--- config.mk ---
export PLATFORM = sky130hd
export DESIGN_NAME = sbpc_back
export DESIGN_NICKNAME = d
export VERILOG_FILES = /design/src/rtl/sbpc_pkg.sv /design/src/rtl/sbpc_back.sv
export SDC_FILE = /design/constraint.sdc
export NUM_CORES = 2
export LEC_CHECK = 0
export ABC_AREA = 1
export BUFFER_PORTS_ARGS = -buffer_cell sky130_fd_sc_hd__buf_2
export CORE_MARGIN = 2
export CORE_UTILIZATION = 55
export DETAILED_ROUTE_END_ITERATION = 8
export HOLD_SLACK_MARGIN = 0.02
export PLACE_DENSITY_LB_ADDON = 0.3
export SYNTH_ARGS = -nofsm -noshare
export SYNTH_HDL_FRONTEND = slang
export SYNTH_SLANG_ARGS = --single-unit
--- constraint.sdc ---
create_clock -name clk -period 13.8 [get_ports clk]
set_input_delay 2.76 -clock clk [delete_from_list [all_inputs] [get_ports clk]]
set_output_delay 2.76 -clock clk [all_outputs]
set_load 0.005 [all_outputs]
--- src/rtl/sbpc_pkg.sv ---
// Shared constants, types and tables of the spectrum band peak color core.
package sbpc_pkg;

	// Frame sizing
	localparam int MAX_FRAME = 4096;
	localparam int CNT_W     = $clog2(MAX_FRAME);
	localparam int HALF_MAX  = MAX_FRAME / 2;

	// Field and register widths
	localparam int LEN_W   = 13;
	localparam int EDGE_W  = 12;
	localparam int IDX_W   = 11;
	localparam int LVL_W   = 3;
	localparam int PART_W  = 32;
	localparam int POW_W   = 2 * PART_W;
	localparam int NBANDS  = 3;
	localparam int BAND_W  = 2;

	// Common compare width for bin index, half length and band edges
	localparam int CMP_A = (CNT_W > EDGE_W) ? CNT_W : EDGE_W;
	localparam int CMP_W = (CMP_A > LEN_W - 1) ? CMP_A : LEN_W - 1;

	// Level thresholds: power * 15625 >= (t * n)^2 * 2^26
	localparam int NUM_LEVELS  = 7;
	localparam int K_W         = 3;
	localparam int THR_W       = 7;
	localparam int SCALE_W     = 14;
	localparam logic [SCALE_W-1:0] SCALE_MUL = 14'd15625;
	localparam int SCALE_SHIFT = 26;
	localparam int PROD_W      = SCALE_SHIFT + SCALE_W;
	localparam int SCALED_W    = PROD_W + 1;
	localparam int TN_W        = THR_W + LEN_W;
	localparam int SQ_W        = 2 * TN_W;

	// Queue between front and back
	localparam int Q_DEPTH = 2;
	localparam int QPTR_W  = 1;
	localparam int QCNT_W  = 2;

	// Configuration register index
	localparam int ADDR_W = 4;
	localparam int DATA_W = 32;
	typedef enum logic [1:0] {
		REG_FRAME_LENGTH = 2'd0,
		REG_BASS_EDGE    = 2'd1,
		REG_TREBLE_EDGE  = 2'd2
	} reg_idx_t;

	typedef enum logic [BAND_W-1:0] {
		BAND_BASS   = 2'd0,
		BAND_MID    = 2'd1,
		BAND_TREBLE = 2'd2
	} band_t;

	typedef enum logic [2:0] {
		BK_IDLE,
		BK_SCALE,
		BK_THRESH,
		BK_SQUARE,
		BK_COMPARE,
		BK_OUT
	} back_state_t;

	typedef struct packed {
		logic [LEN_W-1:0]  frame_length;
		logic [EDGE_W-1:0] bass_edge_bin;
		logic [EDGE_W-1:0] treble_edge_bin;
	} cfg_t;

	// One finished frame: per band the power to grade and the peak bin
	typedef struct packed {
		logic [NBANDS-1:0][POW_W-1:0] power;
		logic [NBANDS-1:0][IDX_W-1:0] index;
	} peak_entry_t;

	typedef struct packed {
		logic full;
		logic empty;
	} q_status_t;

	// Amplitude thresholds in thousandths, one per level step
	function automatic logic [THR_W-1:0] level_thousandths(input logic [K_W-1:0] k);
		logic [THR_W-1:0] t;
		case (k)
			3'd0:    t = 7'd10;
			3'd1:    t = 7'd25;
			3'd2:    t = 7'd40;
			3'd3:    t = 7'd55;
			3'd4:    t = 7'd70;
			3'd5:    t = 7'd85;
			3'd6:    t = 7'd100;
			default: t = 7'd0;
		endcase
		return t;
	endfunction

endpackage

--- src/rtl/sbpc_back.sv ---
// Back part: grades each band's power against the level thresholds and holds the result.
module sbpc_back (
	input  logic                         clk,
	input  logic                         arst_n,
	input  sbpc_pkg::cfg_t               cfg,
	input  sbpc_pkg::q_status_t          q_status,
	input  sbpc_pkg::peak_entry_t        q_data,
	output logic                         pop,
	output logic                         out_valid,
	input  logic                         out_ready,
	output logic [sbpc_pkg::LVL_W-1:0]   bass_level,
	output logic [sbpc_pkg::LVL_W-1:0]   mid_level,
	output logic [sbpc_pkg::LVL_W-1:0]   treble_level,
	output logic [sbpc_pkg::IDX_W-1:0]   bass_peak_bin,
	output logic [sbpc_pkg::IDX_W-1:0]   mid_peak_bin,
	output logic [sbpc_pkg::IDX_W-1:0]   treble_peak_bin
);

	localparam int NBANDS      = sbpc_pkg::NBANDS;
	localparam int BAND_W      = sbpc_pkg::BAND_W;
	localparam int POW_W       = sbpc_pkg::POW_W;
	localparam int LVL_W       = sbpc_pkg::LVL_W;
	localparam int K_W         = sbpc_pkg::K_W;
	localparam int SHIFT       = sbpc_pkg::SCALE_SHIFT;
	localparam int PROD_W      = sbpc_pkg::PROD_W;
	localparam int SCALED_W    = sbpc_pkg::SCALED_W;
	localparam int SCALE_W     = sbpc_pkg::SCALE_W;
	localparam int TN_W        = sbpc_pkg::TN_W;
	localparam int SQ_W        = sbpc_pkg::SQ_W;

	sbpc_pkg::back_state_t state_q;
	sbpc_pkg::back_state_t state_nxt;

	sbpc_pkg::peak_entry_t           ent_q;
	logic [BAND_W-1:0]               band_q;
	logic                            part_q;
	logic [K_W-1:0]                  k_q;
	logic [PROD_W-1:0]               hi_prod_q;
	logic [NBANDS-1:0][SCALED_W-1:0] scaled_q;
	logic [TN_W-1:0]                 tn_q;
	logic [SQ_W-1:0]                 sq_q;
	logic [NBANDS-1:0][LVL_W-1:0]    level_q;
	logic                            out_valid_q;

	logic [POW_W-1:0]   cur_pow;
	logic               cur_big;
	logic [PROD_W-1:0]  lo_prod;
	logic               last_band;
	logic               last_k;
	logic               out_load;

	assign cur_pow   = ent_q.power[band_q];
	// Powers at or above 2^(2*SHIFT) pass every threshold
	assign cur_big   = |cur_pow[POW_W-1:2*SHIFT];
	assign lo_prod   = PROD_W'(cur_pow[SHIFT-1:0]) * PROD_W'(sbpc_pkg::SCALE_MUL);
	assign last_band = band_q == BAND_W'(NBANDS - 1);
	assign last_k    = k_q == K_W'(sbpc_pkg::NUM_LEVELS - 1);

	always_comb begin
		state_nxt = state_q;
		case (state_q)
			sbpc_pkg::BK_IDLE: begin
				if (!q_status.empty) begin
					state_nxt = sbpc_pkg::BK_SCALE;
				end
			end
			sbpc_pkg::BK_SCALE: begin
				if (part_q && last_band) begin
					state_nxt = sbpc_pkg::BK_THRESH;
				end
			end
			sbpc_pkg::BK_THRESH:  state_nxt = sbpc_pkg::BK_SQUARE;
			sbpc_pkg::BK_SQUARE:  state_nxt = sbpc_pkg::BK_COMPARE;
			sbpc_pkg::BK_COMPARE: begin
				state_nxt = last_k ? sbpc_pkg::BK_OUT : sbpc_pkg::BK_THRESH;
			end
			sbpc_pkg::BK_OUT: begin
				if (!out_valid_q || out_ready) begin
					state_nxt = sbpc_pkg::BK_IDLE;
				end
			end
			default: state_nxt = sbpc_pkg::BK_IDLE;
		endcase
	end

	always_comb begin
		pop      = 1'b0;
		out_load = 1'b0;
		case (state_q)
			sbpc_pkg::BK_IDLE: pop      = !q_status.empty;
			sbpc_pkg::BK_OUT:  out_load = !out_valid_q || out_ready;
			default: begin
				pop      = 1'b0;
				out_load = 1'b0;
			end
		endcase
	end

	always_ff @(posedge clk or negedge arst_n) begin
		if (!arst_n) begin
			state_q     <= sbpc_pkg::BK_IDLE;
			out_valid_q <= 1'b0;
		end else begin
			state_q <= state_nxt;
			if (out_load) begin
				out_valid_q <= 1'b1;
			end else if (out_ready) begin
				out_valid_q <= 1'b0;
			end
		end
	end

	always_ff @(posedge clk) begin
		case (state_q)
			sbpc_pkg::BK_IDLE: begin
				ent_q   <= q_data;
				band_q  <= '0;
				part_q  <= 1'b0;
				k_q     <= '0;
				level_q <= '0;
			end
			sbpc_pkg::BK_SCALE: begin
				part_q <= !part_q;
				if (!part_q) begin
					hi_prod_q <= PROD_W'(cur_pow[2*SHIFT-1:SHIFT]) *
					             PROD_W'(sbpc_pkg::SCALE_MUL);
				end else begin
					band_q <= band_q + BAND_W'(1);
					if (cur_big) begin
						scaled_q[band_q] <= '1;
					end else begin
						scaled_q[band_q] <= SCALED_W'(hi_prod_q) +
						                    SCALED_W'(lo_prod[PROD_W-1:PROD_W-SCALE_W]);
					end
				end
			end
			sbpc_pkg::BK_THRESH: begin
				tn_q <= TN_W'(sbpc_pkg::level_thousandths(k_q)) * TN_W'(cfg.frame_length);
			end
			sbpc_pkg::BK_SQUARE: begin
				sq_q <= SQ_W'(tn_q) * SQ_W'(tn_q);
			end
			sbpc_pkg::BK_COMPARE: begin
				k_q <= k_q + K_W'(1);
				for (int b = 0; b < NBANDS; b++) begin
					if (scaled_q[b] >= SCALED_W'(sq_q)) begin
						level_q[b] <= level_q[b] + LVL_W'(1);
					end
				end
			end
			default: begin
				band_q <= band_q;
			end
		endcase
	end

	always_ff @(posedge clk) begin
		if (out_load) begin
			bass_level      <= level_q[sbpc_pkg::BAND_BASS];
			mid_level       <= level_q[sbpc_pkg::BAND_MID];
			treble_level    <= level_q[sbpc_pkg::BAND_TREBLE];
			bass_peak_bin   <= ent_q.index[sbpc_pkg::BAND_BASS];
			mid_peak_bin    <= ent_q.index[sbpc_pkg::BAND_MID];
			treble_peak_bin <= ent_q.index[sbpc_pkg::BAND_TREBLE];
		end
	end

	assign out_valid = out_valid_q;

endmodule

==> results.toml <==
[outcome]
status = "finished, final reports clean"

[synthesis]
ys_seq_area_frac = 0.301
syn_nets = 6849
ys_types = 60
avgSynthCellArea_um2 = 9.31
async_flop_share = 0.00787
syn_inst = 5440
ys_ff_latch = 508
synth_most_common_cell = "inv_1"
syn-cell-area_um2 = 50700
synth.yosys.warnings = 0
ys_top_cells_by_area = "edfxtp_1 (30%), fa_1 (21%), ha_1 (15%)"
yosys.area.top_type = "edfxtp_1"
synth_top_area_share = 0.299
synth_edf_count = 504
ys_top_cells_by_count = "inv_1 (1234), nand2_1 (936), ha_1 (600)"
synth_ff_type = "edfxtp_1"

[timing]
skew_ps = 26.6
worst_pin_slew_ps = 1110
post-route-period-util = 0.650
maxSlewViolCount = 0
finalCriticalPeriod_ps = 8970
slew_headroom = 0.257
max_freq_mhz = 111
setup_violations = 0
rsz0062_at_grt = "false"
hold_violations = 0
fin_tns_setup_ps = 0

[global_route]
grt_usage = 0.254
gr-total-overflow = 0
grt_pass1_wl_mm = 192
antenna_found_initial = 2
grt_pass1_vias = 37400
grt_max_degree = 181

[hold_path]
whs_endpoint = "treble_peak_bin[4]"
hold_start = "ent_q[26]"
worstHoldPathType = "register to register"
hold_depth = 0

[clock_tree]
cts.clk_slew.worst_paths_ps = 70
cts-root-buf = "clkbuf_16"
cts_made_buffers = 53
worstSkewPairLatency_ps = 630
clk_path_buf_depth = 3
hold_buffers = 0
ctsResizeCount = 0
cts.sinks = 508
cts_tree = "yes"
htree_levels = 2
post_cts_buffers = 0

[worst_setup_path]
cp.required_ps = 14170
ff2ff_path_depth = 32
path_class = "register to register"
r2r_slack_ps = 4830
max_stage_delay_ps = 710
r2r_end = "scaled_q[11]"
cp_top_family = "adder cells"
cp_slowest_cell = "a32oi_1"
startpoint_type = "register"
reg2reg_from = "band_q[0]"
path_buf_inv = 8
path_max_fanout = 30
cp.arrival_ps = 9340
endpoint_kind = "register"

[place]
hpwl_mm = 94.5
gp_congestion = 0.958
portBuffers = 285
postPlaceCellArea_um2 = 53600

[finish]
synthToLayoutAreaGrowth_pct = 9.19
nets = 7128
fillers = 7746
final_area_um2 = 55300
drive_gt1_frac = 0.0930

[die]
die-area_um2 = 94500
die_h_um = 307
start_util = 0.553
core-area_um2 = 91500
io_pins = 311
rows = 111
die_w_um = 307

[route]
drt-total-wl_mm = 117
drt-pass1-iter-count = 8
postRouteAntennaNets = 0
post_drt_via_cell_ratio = 5.34
drc = 0
wl_per_cell_um = 16.9
drtIter0Drc = 2756
vias = 37100

[run]
maxCapViolCount = 0
## logic make-up after synthesis
family                   count (synthesis)  share of synthesized area
flip-flops                             508                      0.301
adder cells (fa/ha/maj)               1142                      0.362
buffers and inverters                 1349                      0.101
AND/OR/NAND/NOR                       1677                      0.141
AO/OA/AOI/OAI                          629                     0.0720
XOR/XNOR                               135                     0.0233
## per-stage QoR
step | hold slack, ps | std cells | setup WS [ps] | util
final | 418 | 6949 | 4830 | 0.604
after global placement | 401 | 6850 | 5040 | 0.585
after detailed placement | 405 | 6850 | 4940 | 0.585
after floorplan | 400 | 5440 | 3590 | -
after CTS | 419 | 6947 | 4910 | 0.604
after global routing | 422 | 6949 | 4240 | 0.604
## placed cells by master (no fill, tap or decap), drive strengths merged, types with 94 or more instances in the layout
cell / n
edfxtp: 504
xor2: 94
nand2: 944
fa: 542
nand3: 157
a21oi: 264
buf: 333
ha: 600
nor2: 333
inv: 1242
o21ai: 201
## final cells by class
type	count	area (um^2)	share of cell area
Inverter	1240	4650	0.0842
Antenna cell	2	5.00	0.0000905
Sequential cell	508	15200	0.275
Clock buffer	64	1390	0.0251
Timing Repair Buffer	333	1800	0.0325
Clock inverter	33	362	0.00654
Tap cell	1186	1480	0.0268
Multi-Input combinational cell	3583	30400	0.549
## metal layers
| layer | global-route usage | up-vias | wire [um] |
|---|---|---|---|
| met2 | 0.418 | 1088 | 54600 |
| met4 | 0.0641 | 0 | 2710 |
| li1 | - | 18000 | - |
| met1 | 0.359 | 17900 | 52500 |
| met5 | 0 | - | 0 |
| met3 | 0.0334 | 151 | 7370 |
## worst max-delay path by stage
stage,start,to,slack [ps],cells after the start
after global routing,band_q[0],scaled_q[11],4240,34
after detailed placement,band_q[0],scaled_q[11],4940,33
final,band_q[0],scaled_q[11],4830,32
after floorplan,state_q[0],pop,3590,5
after CTS,band_q[0],scaled_q[11],4910,33
after global placement,band_q[0],scaled_q[11],5040,32
## worst register-to-register path, delay by kind of cell, from the launching register on
family / cells / cell delay, ps
buffers and inverters: 8 / 1240
xor gates and xnor gates: 2 / 520
adders and majority gates: 8 / 3440
DFF: 1 / 410
AOI/OAI and AO/OA: 4 / 1370
and+or+nand+nor: 10 / 1760
## sequential cells by signal, indices dropped and copies added, names as in the netlist
| register | flops |
|---|---|
| ent_q | 225 |
| scaled_q | 123 |
| hi_prod_q | 40 |
| sq_q | 39 |
| tn_q | 20 |
| bass_peak_bin | 11 |
| mid_peak_bin | 11 |
| treble_peak_bin | 11 |
| level_q | 9 |
| bass_level | 3 |
| k_q | 3 |
| mid_level | 3 |
| state_q | 3 |
| treble_level | 3 |
| band_q | 2 |
| out_valid | 1 |
| part_q | 1 |
Power is left out: the tool's default activity adds up to more than one toggle a clock period on the data nets, which glitch-free logic cannot reach.
