## config.mk

```make
export PLATFORM = sky130hd
export DESIGN_NAME = sbpc_queue
export DESIGN_NICKNAME = d
export VERILOG_FILES = /design/src/rtl/sbpc_pkg.sv /design/src/rtl/sbpc_queue.sv
export SDC_FILE = /design/constraint.sdc
export NUM_CORES = 1
export LEC_CHECK = 0
export BUFFER_PORTS_ARGS = -buffer_cell sky130_fd_sc_hd__buf_2
export CAP_MARGIN = 20
export CORE_MARGIN = 8
export CORE_UTILIZATION = 43
export CTS_BUF_LIST = sky130_fd_sc_hd__clkbuf_8
export CTS_CLUSTER_SIZE = 24
export DETAILED_ROUTE_END_ITERATION = 8
export PLACE_DENSITY = 0.67
export SETUP_SLACK_MARGIN = 0.02
export SYNTH_ARGS = -nofsm -noshare
export SYNTH_HDL_FRONTEND = slang
export SYNTH_SLANG_ARGS = --single-unit
export TNS_END_PERCENT = 20
```

## constraint.sdc

```tcl
create_clock -name clk -period 23.6 [get_ports clk]
set_clock_uncertainty 0.2 [all_clocks]
set_input_delay 2.36 -clock clk [delete_from_list [all_inputs] [get_ports clk]]
set_output_delay 2.36 -clock clk [all_outputs]
set_load 0.02 [all_outputs]
```

## src/rtl/sbpc_pkg.sv

```systemverilog
// Shared constants, types and tables of the spectrum band peak color core.
package sbpc_pkg;

	// Frame sizing
	localparam int MAX_FRAME = 4096;
	localparam int CNT_W     = $clog2(MAX_FRAME);
	localparam int HALF_MAX  = MAX_FRAME / 2;

	// Field and register widths
	localparam int LEN_W   = 13;
	localparam int EDGE_W  = 12;
	localparam int IDX_W   = 11;
	localparam int LVL_W   = 3;
	localparam int PART_W  = 32;
	localparam int POW_W   = 2 * PART_W;
	localparam int NBANDS  = 3;
	localparam int BAND_W  = 2;

	// Common compare width for bin index, half length and band edges
	localparam int CMP_A = (CNT_W > EDGE_W) ? CNT_W : EDGE_W;
	localparam int CMP_W = (CMP_A > LEN_W - 1) ? CMP_A : LEN_W - 1;

	// Level thresholds: power * 15625 >= (t * n)^2 * 2^26
	localparam int NUM_LEVELS  = 7;
	localparam int K_W         = 3;
	localparam int THR_W       = 7;
	localparam int SCALE_W     = 14;
	localparam logic [SCALE_W-1:0] SCALE_MUL = 14'd15625;
	localparam int SCALE_SHIFT = 26;
	localparam int PROD_W      = SCALE_SHIFT + SCALE_W;
	localparam int SCALED_W    = PROD_W + 1;
	localparam int TN_W        = THR_W + LEN_W;
	localparam int SQ_W        = 2 * TN_W;

	// Queue between front and back
	localparam int Q_DEPTH = 2;
	localparam int QPTR_W  = 1;
	localparam int QCNT_W  = 2;

	// Configuration register index
	localparam int ADDR_W = 4;
	localparam int DATA_W = 32;
	typedef enum logic [1:0] {
		REG_FRAME_LENGTH = 2'd0,
		REG_BASS_EDGE    = 2'd1,
		REG_TREBLE_EDGE  = 2'd2
	} reg_idx_t;

	typedef enum logic [BAND_W-1:0] {
		BAND_BASS   = 2'd0,
		BAND_MID    = 2'd1,
		BAND_TREBLE = 2'd2
	} band_t;

	typedef enum logic [2:0] {
		BK_IDLE,
		BK_SCALE,
		BK_THRESH,
		BK_SQUARE,
		BK_COMPARE,
		BK_OUT
	} back_state_t;

	typedef struct packed {
		logic [LEN_W-1:0]  frame_length;
		logic [EDGE_W-1:0] bass_edge_bin;
		logic [EDGE_W-1:0] treble_edge_bin;
	} cfg_t;

	// One finished frame: per band the power to grade and the peak bin
	typedef struct packed {
		logic [NBANDS-1:0][POW_W-1:0] power;
		logic [NBANDS-1:0][IDX_W-1:0] index;
	} peak_entry_t;

	typedef struct packed {
		logic full;
		logic empty;
	} q_status_t;

	// Amplitude thresholds in thousandths, one per level step
	function automatic logic [THR_W-1:0] level_thousandths(input logic [K_W-1:0] k);
		logic [THR_W-1:0] t;
		case (k)
			3'd0:    t = 7'd10;
			3'd1:    t = 7'd25;
			3'd2:    t = 7'd40;
			3'd3:    t = 7'd55;
			3'd4:    t = 7'd70;
			3'd5:    t = 7'd85;
			3'd6:    t = 7'd100;
			default: t = 7'd0;
		endcase
		return t;
	endfunction

endpackage

```

## src/rtl/sbpc_queue.sv

```systemverilog
// Two-entry queue of finished frames between the front and back parts.
module sbpc_queue (
	input  logic                  clk,
	input  logic                  arst_n,
	input  logic                  push,
	input  sbpc_pkg::peak_entry_t push_data,
	input  logic                  pop,
	output sbpc_pkg::peak_entry_t pop_data,
	output sbpc_pkg::q_status_t   status
);

	localparam int QPTR_W = sbpc_pkg::QPTR_W;
	localparam int QCNT_W = sbpc_pkg::QCNT_W;

	sbpc_pkg::peak_entry_t entry_q [sbpc_pkg::Q_DEPTH];
	logic [QPTR_W-1:0]     wr_ptr_q;
	logic [QPTR_W-1:0]     rd_ptr_q;
	logic [QCNT_W-1:0]     count_q;

	assign status.full  = count_q == QCNT_W'(sbpc_pkg::Q_DEPTH);
	assign status.empty = count_q == '0;
	assign pop_data     = entry_q[rd_ptr_q];

	always_ff @(posedge clk) begin
		if (push) begin
			entry_q[wr_ptr_q] <= push_data;
		end
	end

	always_ff @(posedge clk or negedge arst_n) begin
		if (!arst_n) begin
			wr_ptr_q <= '0;
			rd_ptr_q <= '0;
			count_q  <= '0;
		end else begin
			if (push) begin
				wr_ptr_q <= wr_ptr_q + QPTR_W'(1);
			end
			if (pop) begin
				rd_ptr_q <= rd_ptr_q + QPTR_W'(1);
			end
			if (push && !pop) begin
				count_q <= count_q + QCNT_W'(1);
			end else if (pop && !push) begin
				count_q <= count_q - QCNT_W'(1);
			end
		end
	end

endmodule

```

==> results.yml, run 1 <==
sta:
  setup_violations: 0
  final_critical_path_setup_slack_ns: 17.08
  slew_headroom_pct: 29.0
  finalSetupTns_ns: 0
  fmax_mhz: 153
  worst_slew_pin_slew_ns: 1.07
  min_period_ns: 6.52
  rsz0062_at_grt: "false"
  drv_slew: 0
  report.final.hold_viol_count: 0
  period_share_pct: 27.6
die:
  area_of_the_core_region_sq_mm: 0.0394
  die_y_um: 215
  die-width_um: 215
  std_cell_rows: 73
  io-pin-count: 456
  floorplan.initialDensity_pct: 43.2
  floorplan.die_area_sq_mm: 0.0461
global_routing:
  initial_antenna_violation_count: 8
  globalRouteOverflowTotal: 0
  maximum_number_of_pins_on_one_net_before_global_route_repair: 72
  grt_pass1_vias: 9311
  grt_pass1_wl_um: 56600
  grt_use_total_pct: 16.0
setup_path:
  timing.critical_path.to_type: "output port"
  critical_path_class: "reg2out"
  worstRegToRegCells: 3
  critical_path.slowest_cell: "dfrtp_4"
  cp_slowest_stage_delay_ns: 0.96
  crit_arrival_ns: 3.96
  timing.critical_path.fanout_max: 59
  timing.critical_path.mode_cell: "buf_4"
  worst_path_dominant_cell_family: "buffers and inverters"
  worst-endpoint-required_ns: 21.04
  crit_buf_inv: 3
  critical_path.cell_chain: "buf_4 -> buf_4 -> mux2_4 -> buf_2"
  logic_depth_of_the_worst_path_buffers_included: 4
  start_kind: "flop"
detailed_routing:
  drt_drc_violations_left: 0
  detail_route.vias_per_cell: 4.74
  drt_pre_antenna_iters: 4
  postRouteWirelength_um: 38600
  vias: 8599
  dr.first_iter.drc_count: 467
  drt.antenna.violating_nets: 0
  wire_per_inst_um: 21.3
layout:
  layout_commonest_cell: "buf_2"
  layout_common_cells: "buf_2, edfxtp_1, mux2_4"
  post_route_cells_drive_above_1_share_pct: 60.8
  syn_to_final_growth_pct: 24.4
  finish.net_count: 1463
min_path:
  timing.hold.worst.class: "reg2reg"
  whs_path_depth: 1
clocking:
  cts_inserted_buffers: 75
  clock_tree.htree_level_count: 3
  holdBufCountCts: 0
  cts.path.max_buffers: 3
  post_cts.resized_instances: 0
  cts_clock_pin_slew_for_the_worst_setup_and_hold_paths_ns: 0.06
  post-cts-setup-buffers: 0
  numClockSinks: 454
  tritoncts: "yes"
  clock_latency_ns: 0.59
  clk_root_buffer_cell: "clkbuf_8"
synthesis:
  yosysSeqAreaShare_pct: 80.1
  synthesis.area_per_instance_sq_um: 23.7
  synthCells: 716
  synth_top_area_cell: "edfxtp_1"
  post-synth-top-area-fraction_pct: 79.5
  mappedNetlistNets: 946
  synthesis.area_sq_mm: 0.0170
  synth_top_cells_by_area: "edfxtp_1, mux2_4, mux2_2"
  synth-seq-cells: 454
  synth_cell_types: 13
  yosysWarningCount: 0
power:
  ir_drop_v: 0.0000770
  cellLeakagePower_nw: 8.41
  pwr_density_cell_mw_per_mm2: 125
  switching_share_pct: 33.0
  switchingPower_mw: 0.871
  internal_power_mw: 1.77
  clkPwrFrac_pct: 23.4
  sequential_fraction_of_design_power_pct: 42.8
  share_comb_of_total_power_pct: 33.8
placement:
  dpl.hpwl_um: 27000
  io_buffer_count: 455
  globalplace.congestion: 0.765
  pre_cts_slack_ns: 17.66
run:
  maxCapViolCount: 0
status:
  run_status: "finished, final reports clean"
==> cells in the mapped netlist <==
cell type,n
inv_1,1
buf_6,17
dfrtp_1,4
edfxtp_1,450
buf_2,8
xor2_1,4
nor2b_1,2
and2_1,1
ha_1,1
nor2_1,2
mux2_2,85
mux2_4,140
xnor2_1,1
==> per-layer routing <==
metal,up-vias,global-route usage (%),part of all wire [%]
li1,3906,-,-
met1,4253,18.6,39
met4,10,5.69,1.9
met5,-,0,0.16
met3,66,6.42,9.1
met2,364,26.6,50
==> kinds of logic after synthesis <==
group	Yosys count	synth area share, %
xor+xnor	5	0.258
fa+ha+maj	1	0.0736
buf+inv	26	1.38
flops	454	80.1
mux	225	18.0
simple gates	5	0.155
==> worst paths after layout <==
check / from / to / slack, ns
min: count_q[0] / count_q[0] / 0.33
min in group asynchronous: arst_n / rd_ptr_q / 1.36
max: rd_ptr_q / pop_data[65] / 17.08
max reg2reg: wr_ptr_q / entry_q[1][81] / 20.42
max in group asynchronous: arst_n / rd_ptr_q / 21.70
min reg2reg: count_q[0] / count_q[0] / 0.33
==> registers in the layout (all words and copies together) (netlist names) <==
name,count
count_q,2
rd_ptr_q,1
entry_q,450
wr_ptr_q,1
==> final cells by class <==
cell class | instances | area, sq um
fill | 3154 | 18200
sequential | 454 | 13600
multi-input combinational | 236 | 3150
timing repair buffer | 465 | 2350
clock buffer | 77 | 1060
tap | 525 | 657
clock inverter | 54 | 283
antenna | 2 | 5.00
inverter | 1 | 3.75
==> power by group through the flow <==
stage / clock network (mW) / logic, mW / registers (mW)
2_1_floorplan: 0 / 0.669 / 1.16
3_3_place_gp: 0 / 0.904 / 1.14
3_5_place_dp: 0 / 0.910 / 1.15
4_1_cts: 0.646 / 0.912 / 1.13
5_1_grt: 0.675 / 0.945 / 1.14
6_report: 0.619 / 0.894 / 1.13
==> worst register-to-register path: cells and delay by family (launching register included) <==
| family | cells | cell delay, ns |
|---|---|---|
| buffers and inverters | 2 | 1.50 |
| and+or+nand+nor | 1 | 0.62 |
| DFF | 1 | 0.42 |
==> stage by stage <==
step / power [mW] / cells / hold slack [ns] / instance area, sq um / util [%]
4_1_cts: 2.69 / 1812 / 0.340 / 21100 / 53.7
3_5_place_dp: 2.06 / 1681 / 0.333 / 19800 / 50.2
2_1_floorplan: 1.83 / 716 / 0.255 / 17000 / -
5_1_grt: 2.76 / 1814 / 0.353 / 21100 / 53.7
6_report: 2.64 / 1814 / 0.332 / 21100 / 53.7
3_3_place_gp: 2.05 / 1681 / 0.278 / 19800 / 50.2
Power figures use the tool's default switching activity.
==> run 2, diff against run 1 <==
Clock period 23.6 ns to 6.35 ns, I/O delays scaled along.
==> run 2 against run 1 <==
- hold slack got worse by 0.27 ns
- critical path depth shrank 1
- register-to-register slack worse by 17 ns
- cell count rose by 12%
- power rose to 3.8 times the previous value
- core utilization is 5.7 points higher
- sequential share of layout area down 6.2 points
- combinational power grew to 4.0 times the previous value
- count of clock-buffer cells in the layout unchanged
- worst setup slack got worse by 14 ns
==> results.yml, run 2 (synthesis gave the netlist of run 1 again) <==
layout:
  regArea_sq_mm: 0.0136
  total_of_fill_cells_in_the_finished_design: 2886
  multi_input_area_sq_mm: 0.00315
  largest_registers: "entry_q x450, count_q x2"
  syn_to_final_growth_pct: 37.6
  stdcell_area_sq_mm: 0.0234
  top_register: "entry_q"
  finish.net_count: 1685
  layout_commonest_cell: "buf_2"
  number_of_flip_flops_in_the_largest_register: 450
  layout_common_cells: "buf_2, edfxtp_1, dlygate4sd3_1"
  post_route_cells_drive_above_1_share_pct: 51.7
sta:
  final_critical_path_setup_slack_ns: 3.05
  report.final.hold_viol_count: 0
  setup_violations: 0
  period_share_pct: 51.9
  worst_slew_pin_slew_ns: 1.12
  fmax_mhz: 303
  drv_slew: 0
  min_period_ns: 3.30
  rsz0062_at_grt: "false"
  slew_headroom_pct: 25.5
setup_path:
  worst_path_dominant_cell_family: "buffers and inverters"
  timing.critical_path.to_type: "output port"
  start_kind: "flop"
  worstRegToRegCells: 3
  critical_path.cell_chain: "buf_12 -> mux2_4 -> buf_2"
  critical_path_class: "reg2out"
  worst-endpoint-required_ns: 5.51
  crit_arrival_ns: 2.46
  critical_path.slowest_cell: "buf_12"
  cp_slowest_stage_delay_ns: 0.57
  logic_depth_of_the_worst_path_buffers_included: 3
  timing.critical_path.fanout_max: 135
  r2r_setup_slack_ns: 3.79
  crit_buf_inv: 2
detailed_routing:
  drt.antenna.violating_nets: 0
  drt_pre_antenna_iters: 4
  vias: 9480
  drt_drc_violations_left: 0
  dr.first_iter.drc_count: 518
  wire_per_inst_um: 19.8
  detail_route.vias_per_cell: 4.65
  postRouteWirelength_um: 40300
clocking:
  numClockSinks: 454
  clk_root_buffer_cell: "clkbuf_8"
  cts_clock_pin_slew_for_the_worst_setup_and_hold_paths_ns: 0.06
  post_cts.resized_instances: 0
  cts.path.max_buffers: 3
  cts_inserted_buffers: 75
  clock_tree.htree_level_count: 3
  tritoncts: "yes"
  clock_latency_ns: 0.59
placement:
  pre_cts_slack_ns: 3.41
  dpl-instance-area_sq_mm: 0.0198
  io_buffer_count: 455
  dpl.hpwl_um: 25100
  globalplace.congestion: 0.725
power:
  pwr_density_cell_mw_per_mm2: 425
  cellLeakagePower_nw: 9.34
  ir_drop_v: 0.000527
min_path:
  whs_path_depth: 1
  timing.hold.worst.class: "in2reg"
global_routing:
  initial_antenna_violation_count: 5
  maximum_number_of_pins_on_one_net_before_global_route_repair: 136
  globalRouteOverflowTotal: 0
  grt_pass1_wl_um: 60500
  grt_pass1_vias: 10568
  grt_use_total_pct: 16.8
die:
  die_y_um: 215
  io-pin-count: 456
  std_cell_rows: 73
  die-width_um: 215
  floorplan.die_area_sq_mm: 0.0461
  area_of_the_core_region_sq_mm: 0.0394
  floorplan.initialDensity_pct: 43.2
status:
  run_status: "finished, final reports clean"
run:
  maxCapViolCount: 0
## run 2: changes by cell type in the layout (fill, tap and decap cells not counted)
cell	before	now
inv_1	24	26
buf_4	10	3
inv_6	2	0
clkinv_2	5	8
dlygate4sd3_1	0	225
clkinv_1	19	16
diode_2	2	5
bufinv_16	2	1
buf_12	0	4
## run 2: final timing paths
kind / startpoint / endpoint
min: push_data[76] / entry_q[1][76]
min in group asynchronous: arst_n / rd_ptr_q
min reg2reg: count_q[1] / count_q[1]
max in group asynchronous: arst_n / rd_ptr_q
max reg2reg: wr_ptr_q / entry_q[0][194]
max: rd_ptr_q / pop_data[117]
## run 2: per-stage QoR
step	TNS, ns	instances	utilization [%]	hold WS, ns	power, mW
2_1_floorplan	-36.19	716	-	0.139	6.72
3_3_place_gp	0	1678	50.3	0.264	7.63
3_5_place_dp	0	1678	50.3	0.267	7.67
4_1_cts	0	2033	59.4	0.00137	10.1
5_1_grt	0	2036	59.4	0.0185	10.4
6_report	0	2038	59.4	0.0652	9.94
## run 2: what timing repair did
item                      CTS  global route
hold buffers              225             0
setup buffers               0             0
hold endpoints to repair  451             0
## run 2: cell type report
type                       count  area share, %
sequential                   454           58.2
timing repair buffer         687           19.8
antenna                        5         0.0535
multi-input combinational    236           13.5
inverter                       1         0.0161
clock inverter                53           1.05
tap                          525           2.81
clock buffer                  77           4.53
## run 2: power by group
group          total, mW  internal, mW  switching, mW
clock network       2.25          1.16           1.08
logic               3.58          1.51           2.07
registers           4.12          3.98          0.134
## run 2: metal layers
metal  wire, um  track usage [%]  share of wire [%]  vias up
met5          0                0                  0        -
met4       1290             7.59                3.2        0
met3       3260             6.04                8.1       81
met2      20500             28.8                 51      382
met1      15300             18.5                 38     4667
li1           -                -                  -     4350
==> run 3, diff against run 2 <==
Settings changed: PLACE_DENSITY 0.67 to 0.7.
Clock period 6.35 ns to 3.01 ns, I/O delays scaled along.
==> run 3 against run 2 <==
- worst setup slack lost 2.8 ns
- hold slack improved by 0.17 ns
- via count is 2.0% higher
- critical endpoint is now pop_data[224]
- critical path depth rose by 1
- critical path type unchanged
- first-iteration DRC count rose by 3.7%
==> results.yml, run 3 (synthesis gave the netlist of run 1 again) <==
die:
  die-width_um: 215
  floorplan.initialDensity_pct: 43.2
  die_y_um: 215
  floorplan.die_area_sq_mm: 0.0461
  area_of_the_core_region_sq_mm: 0.0394
  std_cell_rows: 73
  io-pin-count: 456
setup_path:
  start_kind: "flop"
  critical_path_class: "reg2out"
  crit_buf_inv: 3
  worst_path_dominant_cell_family: "buffers and inverters"
  critical_path.cell_chain: "buf_12 -> buf_12 -> mux2_2 -> buf_2"
  timing.critical_path.fanout_max: 34
  worst-endpoint-required_ns: 2.51
  critical_path.slowest_cell: "dfrtp_4"
  cp_slowest_stage_delay_ns: 0.59
  timing.critical_path.mode_cell: "buf_12"
  crit_arrival_ns: 2.29
  timing.critical_path.to_type: "output port"
power:
  post-layout-total-power_mw: 21.2
  ir_drop_v: 0.000618
  cellLeakagePower_nw: 9.45
  pwr_density_cell_mw_per_mm2: 899
sta:
  min_period_ns: 2.79
  fmax_mhz: 358
  slew_headroom_pct: 48.9
  rsz0062_at_grt: "false"
  worst_slew_pin_slew_ns: 0.767
  report.final.hold_viol_count: 0
  setup_violations: 0
  drv_slew: 0
  hold_ws_ns: 0.233
  period_share_pct: 92.8
  final_critical_path_setup_slack_ns: 0.216
clocking:
  clock_latency_ns: 0.59
  numClockSinks: 454
  cts_clock_pin_slew_for_the_worst_setup_and_hold_paths_ns: 0.06
  cts_inserted_buffers: 75
  cts.path.max_buffers: 3
  post_cts.resized_instances: 0
  tritoncts: "yes"
  clk_root_buffer_cell: "clkbuf_8"
  clock_tree.htree_level_count: 3
layout:
  total_of_fill_cells_in_the_finished_design: 2836
  instances_no_fill: 2049
  layout_commonest_cell: "buf_2"
  post_route_cells_drive_above_1_share_pct: 52.0
  finish.net_count: 1704
  largest_registers: "entry_q x450, count_q x2"
  regArea_sq_mm: 0.0136
  number_of_flip_flops_in_the_largest_register: 450
  multi_input_area_sq_mm: 0.00315
  layout_common_cells: "buf_2, edfxtp_1, dlygate4sd3_1"
  top_register: "entry_q"
  syn_to_final_growth_pct: 38.8
detailed_routing:
  detail_route.vias_per_cell: 4.72
  postRouteWirelength_um: 41200
  vias: 9674
  drt.antenna.violating_nets: 0
  drt_pre_antenna_iters: 4
  dr.first_iter.drc_count: 537
  drt_drc_violations_left: 0
  wire_per_inst_um: 20.1
placement:
  io_buffer_count: 455
  place.detailed.instances: 1693
  dpl.hpwl_um: 26300
  globalplace.congestion: 0.739
  pre_cts_slack_ns: 0.833
run:
  maxCapViolCount: 0
global_routing:
  initial_antenna_violation_count: 3
  grt_pass1_wl_um: 61700
  globalRouteOverflowTotal: 0
  grt_pass1_vias: 10957
  maximum_number_of_pins_on_one_net_before_global_route_repair: 127
  grt_use_total_pct: 17.1
status:
  run_status: "finished, final reports clean"
min_path:
  timing.hold.worst.class: "in2reg"
[run 3: cell count changes in the layout (fill, tap and decap cells not counted), sizes merged]
cell	delta
clkinvlp	-2
buf	+15
clkinv	-4
dlygate4sd3	+4
inv	-2
clkbuf	+2
diode	-2
[run 3: final cells by class]
class	instances	area share [%]
clock inverters	45	0.886
flip-flops and latches	454	57.7
diodes	3	0.0318
multi-input cells	236	13.4
inverters	1	0.0159
clock buffers	79	4.61
well taps	525	2.79
repair buffers	706	20.6
[run 3: routing by layer]
layer / vias up / GRT usage (%) / wire (um)
li1: 4389 / - / -
met1: 4801 / 19.0 / 15700
met2: 406 / 29.6 / 21000
met3: 78 / 6.07 / 3370
met4: 0 / 7.08 / 1180
met5: - / 0 / 0
[run 3: what timing repair did]
action                    4_1_cts  5_1_grt
hold buffers                  229        0
setup buffers                   0        0
hold endpoints to repair      458        0
[run 3: final timing paths]
path	start	to	slack, ns	cells after the start
setup / recovery	rd_ptr_q	pop_data[224]	0.22	4
hold / removal	push_data[21]	entry_q[1][21]	0.23	2
setup reg to reg	wr_ptr_q	entry_q[1][137]	1.05	2
hold reg to reg	count_q[1]	count_q[1]	0.29	1
max in group asynchronous	arst_n	rd_ptr_q	2.00	3
min in group asynchronous	arst_n	count_q[1]	0.42	3
[run 3: metrics by stage]
step / util, % / area (sq um) / TNS [ns]
after global placement: 50.8 / 20000 / 0
after detailed placement: 50.8 / 20000 / 0
final: 59.9 / 23600 / 0
after floorplan: - / 17000 / -496.10
after CTS: 59.9 / 23600 / 0
after global routing: 59.9 / 23600 / 0
[run 3: report_power, final]
| part | leakage [nW] | switching, mW | internal, mW |
|---|---|---|---|
| clock | 0.748 | 2.29 | 2.48 |
| sequential | 4.27 | 0.344 | 8.39 |
| combinational | 4.43 | 4.40 | 3.30 |
